**config.mk**
```make
export PLATFORM = sky130hd
export DESIGN_NAME = smbs_ctrl
export DESIGN_NICKNAME = d
export VERILOG_FILES = /design/src/rtl/core/smbs_pkg.sv /design/src/rtl/core/smbs_ctrl.sv
export VERILOG_INCLUDE_DIRS = /design/src /design/src/rtl/core
export SDC_FILE = /design/constraint.sdc
export NUM_CORES = 1
export LEC_CHECK = 0
export BUFFER_PORTS_ARGS = -buffer_cell sky130_fd_sc_hd__buf_2
export CORE_AREA = 2 2 39 41
export DETAILED_ROUTE_END_ITERATION = 10
export DIE_AREA = 0 0 41 43
export GPL_TIMING_DRIVEN = 0
export HOLD_SLACK_MARGIN = 0.02
export PLACE_DENSITY = 0.47
export SYNTH_ARGS = -nofsm -noshare
export SYNTH_HDL_FRONTEND = slang
export SYNTH_SLANG_ARGS = --single-unit
```
**constraint.sdc**
```tcl
create_clock -name clk -period 1.1 [get_ports clk]
set_clock_uncertainty 0.2 [all_clocks]
set_input_delay 0.33 -clock clk [delete_from_list [all_inputs] [get_ports clk]]
set_output_delay 0.33 -clock clk [all_outputs]
set_load 0.02 [all_outputs]
```
**src/rtl/core/assert_macros.svh**
```systemverilog
// Assertion macros shared by the sorted matrix search modules.
// Each macro expects signals named clk and rst_n in the module that uses it.
`ifndef ASSERT_MACROS_SVH
`define ASSERT_MACROS_SVH

// The consequent holds in the same cycle as the antecedent.
`define SMBS_ASSERT_NOW(label, ante, cons) \
  label: assert property (@(posedge clk) disable iff (!rst_n) (ante) |-> (cons)) \
    else $error("smbs: same-cycle check failed");

// The consequent holds in the cycle after the antecedent.
`define SMBS_ASSERT_NEXT(label, ante, cons) \
  label: assert property (@(posedge clk) disable iff (!rst_n) (ante) |=> (cons)) \
    else $error("smbs: next-cycle check failed");

`endif

```
**src/rtl/core/smbs_pkg.sv**
```systemverilog
// Package for the sorted matrix search: field widths, codes, controller states
// and the command and status structs between controller and datapath. No dependencies.
package smbs_pkg;

  localparam int CFG_W        = 5;
  localparam int CFG_IDX_W    = 1;
  localparam int POS_W        = 8;
  localparam int DATA_W       = 32;
  localparam int OUT_IDX_W    = 4;
  localparam int MAX_ROWS_DEF = 16;
  localparam int MAX_COLS_DEF = 16;

  localparam logic OP_LOAD   = 1'b0;
  localparam logic OP_SEARCH = 1'b1;

  localparam logic [CFG_IDX_W-1:0] REG_NUM_ROWS = 1'b0;
  localparam logic [CFG_IDX_W-1:0] REG_NUM_COLS = 1'b1;

  typedef enum logic [1:0] {
    ST_IDLE,
    ST_PROBE,
    ST_CMP,
    ST_DIV
  } state_t;

  typedef struct packed {
    logic load;
    logic start_search;
    logic probe;
    logic compare;
    logic div_start;
    logic div_step;
    logic finish_hit;
    logic finish_miss;
  } smbs_cmd_t;

  typedef struct packed {
    logic empty;
    logic hit;
    logic div_last;
  } smbs_sts_t;

endpackage

```
**src/rtl/core/smbs_ctrl.sv**
```systemverilog
// Controller of the sorted matrix search: sequences loads, probe steps and the
// serial division, and drives busy and the result strobe. Uses smbs_pkg.
`include "assert_macros.svh"

module smbs_ctrl (
  input  logic                 clk,
  input  logic                 rst_n,
  input  logic                 start,
  input  logic                 in_operation,
  input  smbs_pkg::smbs_sts_t  sts,
  output smbs_pkg::smbs_cmd_t  cmd,
  output logic                 busy,
  output logic                 out_valid
);
  import smbs_pkg::*;

  state_t state_r;
  state_t state_nxt;
  logic   out_valid_r;
  logic   out_valid_nxt;

  always_ff @(posedge clk) begin
    if (!rst_n) begin
      state_r     <= ST_IDLE;
      out_valid_r <= 1'b0;
    end else begin
      state_r     <= state_nxt;
      out_valid_r <= out_valid_nxt;
    end
  end

  always_comb begin
    state_nxt     = state_r;
    out_valid_nxt = 1'b0;
    cmd           = '0;
    unique case (state_r)
      ST_IDLE: begin
        if (start) begin
          if (in_operation == OP_SEARCH) begin
            cmd.start_search = 1'b1;
            state_nxt        = ST_PROBE;
          end else begin
            cmd.load = 1'b1;
          end
        end
      end
      ST_PROBE: begin
        if (sts.empty) begin
          cmd.finish_miss = 1'b1;
          out_valid_nxt   = 1'b1;
          state_nxt       = ST_IDLE;
        end else begin
          cmd.probe = 1'b1;
          state_nxt = ST_CMP;
        end
      end
      ST_CMP: begin
        if (sts.hit) begin
          cmd.div_start = 1'b1;
          state_nxt     = ST_DIV;
        end else begin
          cmd.compare = 1'b1;
          state_nxt   = ST_PROBE;
        end
      end
      ST_DIV: begin
        cmd.div_step = 1'b1;
        if (sts.div_last) begin
          cmd.finish_hit = 1'b1;
          out_valid_nxt  = 1'b1;
          state_nxt      = ST_IDLE;
        end
      end
      default: begin
        state_nxt = ST_IDLE;
      end
    endcase
  end

  assign busy      = state_r != ST_IDLE;
  assign out_valid = out_valid_r;

  `SMBS_ASSERT_NOW(a_result_when_idle, out_valid_r, state_r == ST_IDLE)
  `SMBS_ASSERT_NEXT(a_single_strobe, out_valid_r, !out_valid_r)
  `SMBS_ASSERT_NEXT(a_no_result_from_idle, state_r == ST_IDLE, !out_valid_r)

endmodule
```
==> reports/qor.txt <==
CP Launch Type = flop
Hold WC Path Type = in2reg
Initial antenna violation count = 0
Area of the mapped netlist = 225 um2
Outcome = finished, violations left
Root Buffer = clkbuf_4
Seq/Total Area, Yosys = 26.7%
Mapped Avg Cell Area = 9.38 um2
Endpoints failing hold = 0
Net Count, Synth = 31
Final WL = 633 um
Crit path buf inv count = 1
Gr ovfl total = 0
Synth Warn # = 0
Final WS setup = -0.546 ns
DP Worst Slack = -0.365 ns
HPWL after DPL = 433 um
Post-synthesis instance total = 24
Initial cell density of the core = 16.3%
PwrDens = 883 mW/mm2
# IOs = 17
Die Span Y = 43 um
DR iter-0 viols = 0
CP max stage delay = 0.32 ns
Period utilisation layout = 150%
Failing checks = setup timing
Worst EP arrival = 1.12 ns
Die Span X = 41 um
Number of buffers created by CTS = 3
Clk buf depth = 2
Post-layout util = 34.3%
Post-layout net count = 55
Port Buf Inserts = 16
Placer Congestion = 0.646
Slew Limit Fails = 0
CTS Sinks = 3
Worst-Margin Slew = 0.118 ns
Minimum clock period = 1.65 ns
Drt first pass iters = 1
Register bit total from synthesis = 3
Syn-to-layout area delta = 111%
Commonest non-fill, non-tap cell in the layout = buf_6
Worst Path Class, Setup = reg2out
Skew-Pair Late Insertion Delay = 0.23 ns
Design area = 474 um2
Routed Antenna Nets = 0
DR vias/cell = 4.02
Max cap viols = 0
GR Util All Layers = 7.92%
H-tree Lvls = 1
RSZ-0062 raised after global routing = yes
Unique masters post-synth = 17
Placed instance area = 360 um2
Core ar. = 0.00138 mm2
Drt drc = 0
CTS Hold Bufs = 0
CTS tree = built
WP data required = 0.57 ns
CP max-delay cell = dfxtp_2
Layout cell share with drive strength beyond 1 = 76.6%
Row count = 14
Relative slew slack = 91.9%
F_max = 608 MHz
Vias in the first global route = 254
First-pass GRT wire length = 945 um
WHS = 0.157 ns
Vias = 253
Commonest cells after routing, fill and taps aside = buf_6 (11), buf_2 (8), clkbuf_4 (3), dfxtp_2 (3)
# diodes = 0
Static leakage = 0.230 nW
TNS Setup = -4.31 ns
WL per Instance = 10.0 um
# fillers = 150
Clk slew on worst S/H paths = 0.04 ns
Nature of the critical path endpoint = output pin
Pin count of the biggest net entering global routing = 11
Max rail drop VDD = 327 uV
CP delay by family, top = simple AND/OR/NAND/NOR gates
Crit-path cells = or2_4 -> nor3b_4 -> buf_6
Die footprint = 0.00176 mm2
Final-report setup violation count = 12
Worst-path fanout max = 3
-- what timing repair did --
| item | 4_1_cts | 5_1_grt |
|---|---|---|
| buffers inserted | 1 | 1 |
| endpoints found under the setup margin | 12 | 13 |
| resized for setup | 19 | 4 |
| pin swaps | 2 | 0 |
| gates cloned | 1 | 0 |
-- cell usage after synthesis, drive strengths merged --
cell type,count,area [um2]
nor2,1,3.75
and3,1,6.26
a41o,1,10.0
dfxtp,3,60.1
and4bb,2,25.0
buf,2,15.0
nor3b,3,27.5
and2,1,6.26
mux2i,1,10.0
or2,2,12.5
and3b,3,26.3
a21boi,1,7.51
nand2,2,7.51
o21a,1,7.51
-- cells by family (layout without fill, tap and decap cells) --
group,Yosys count,in the layout,synth area share [%]
muxes,1,1,4.44
DFF,3,3,26.7
AOI/OAI and AO/OA,3,3,11.1
and+or+nand+nor,15,15,51.1
buffers and inverters,2,25,6.66
-- stage by stage --
stage / total power, mW / instances
final: 0.419 / 63
after global routing: 0.444 / 63
after CTS: 0.429 / 62
after detailed placement: 0.207 / 56
after global placement: 0.207 / 56
after floorplan: 0.173 / 24
-- state kept, by name, summed over array words and instances (netlist names) --
name	flops
state_r	2
out_valid	1
-- final timing paths --
| path | startpoint | end | slack, ns | cells past startpoint |
|---|---|---|---|---|
| worst min-delay path | rst_n | state_r[0]$_SDFFE_PN0P_ | 0.16 | 2 |
| worst max-delay path | state_r[1]$_SDFFE_PN0P_ | cmd[7] | -0.55 | 3 |
| worst max register to register | state_r[1]$_SDFFE_PN0P_ | state_r[0]$_SDFFE_PN0P_ | -0.06 | 4 |
| worst min register to register | state_r[0]$_SDFFE_PN0P_ | out_valid$_SDFF_PN0_ | 0.42 | 3 |
-- where the power goes --
part           leakage, nW  switching (mW)  internal [mW]
Combinational        0.189          0.0502         0.0591
Clock               0.0150          0.0557          0.136
Sequential          0.0258         0.00394          0.114
Total                0.230           0.110          0.309
-- metal layers --
layer / GRT usage, % / routed length (um) / vias up
li1: - / - / 132
met1: 10.5 / 262 / 115
met2: 10.6 / 339 / 6
met3: 1.57 / 32 / 0
met4: 6.00 / 0 / 0
met5: 0 / 0 / -
-- area by class of cell --
class,count,area [um2],area share (%)
clock buffers,4,26.3,5.54
plain buffers,2,22.5,4.75
repair buffers,19,156,33.0
multi-input cells,19,185,39.1
well taps,16,20.0,4.22
flip-flops and latches,3,63.8,13.5
Power figures use the tool's default switching activity.
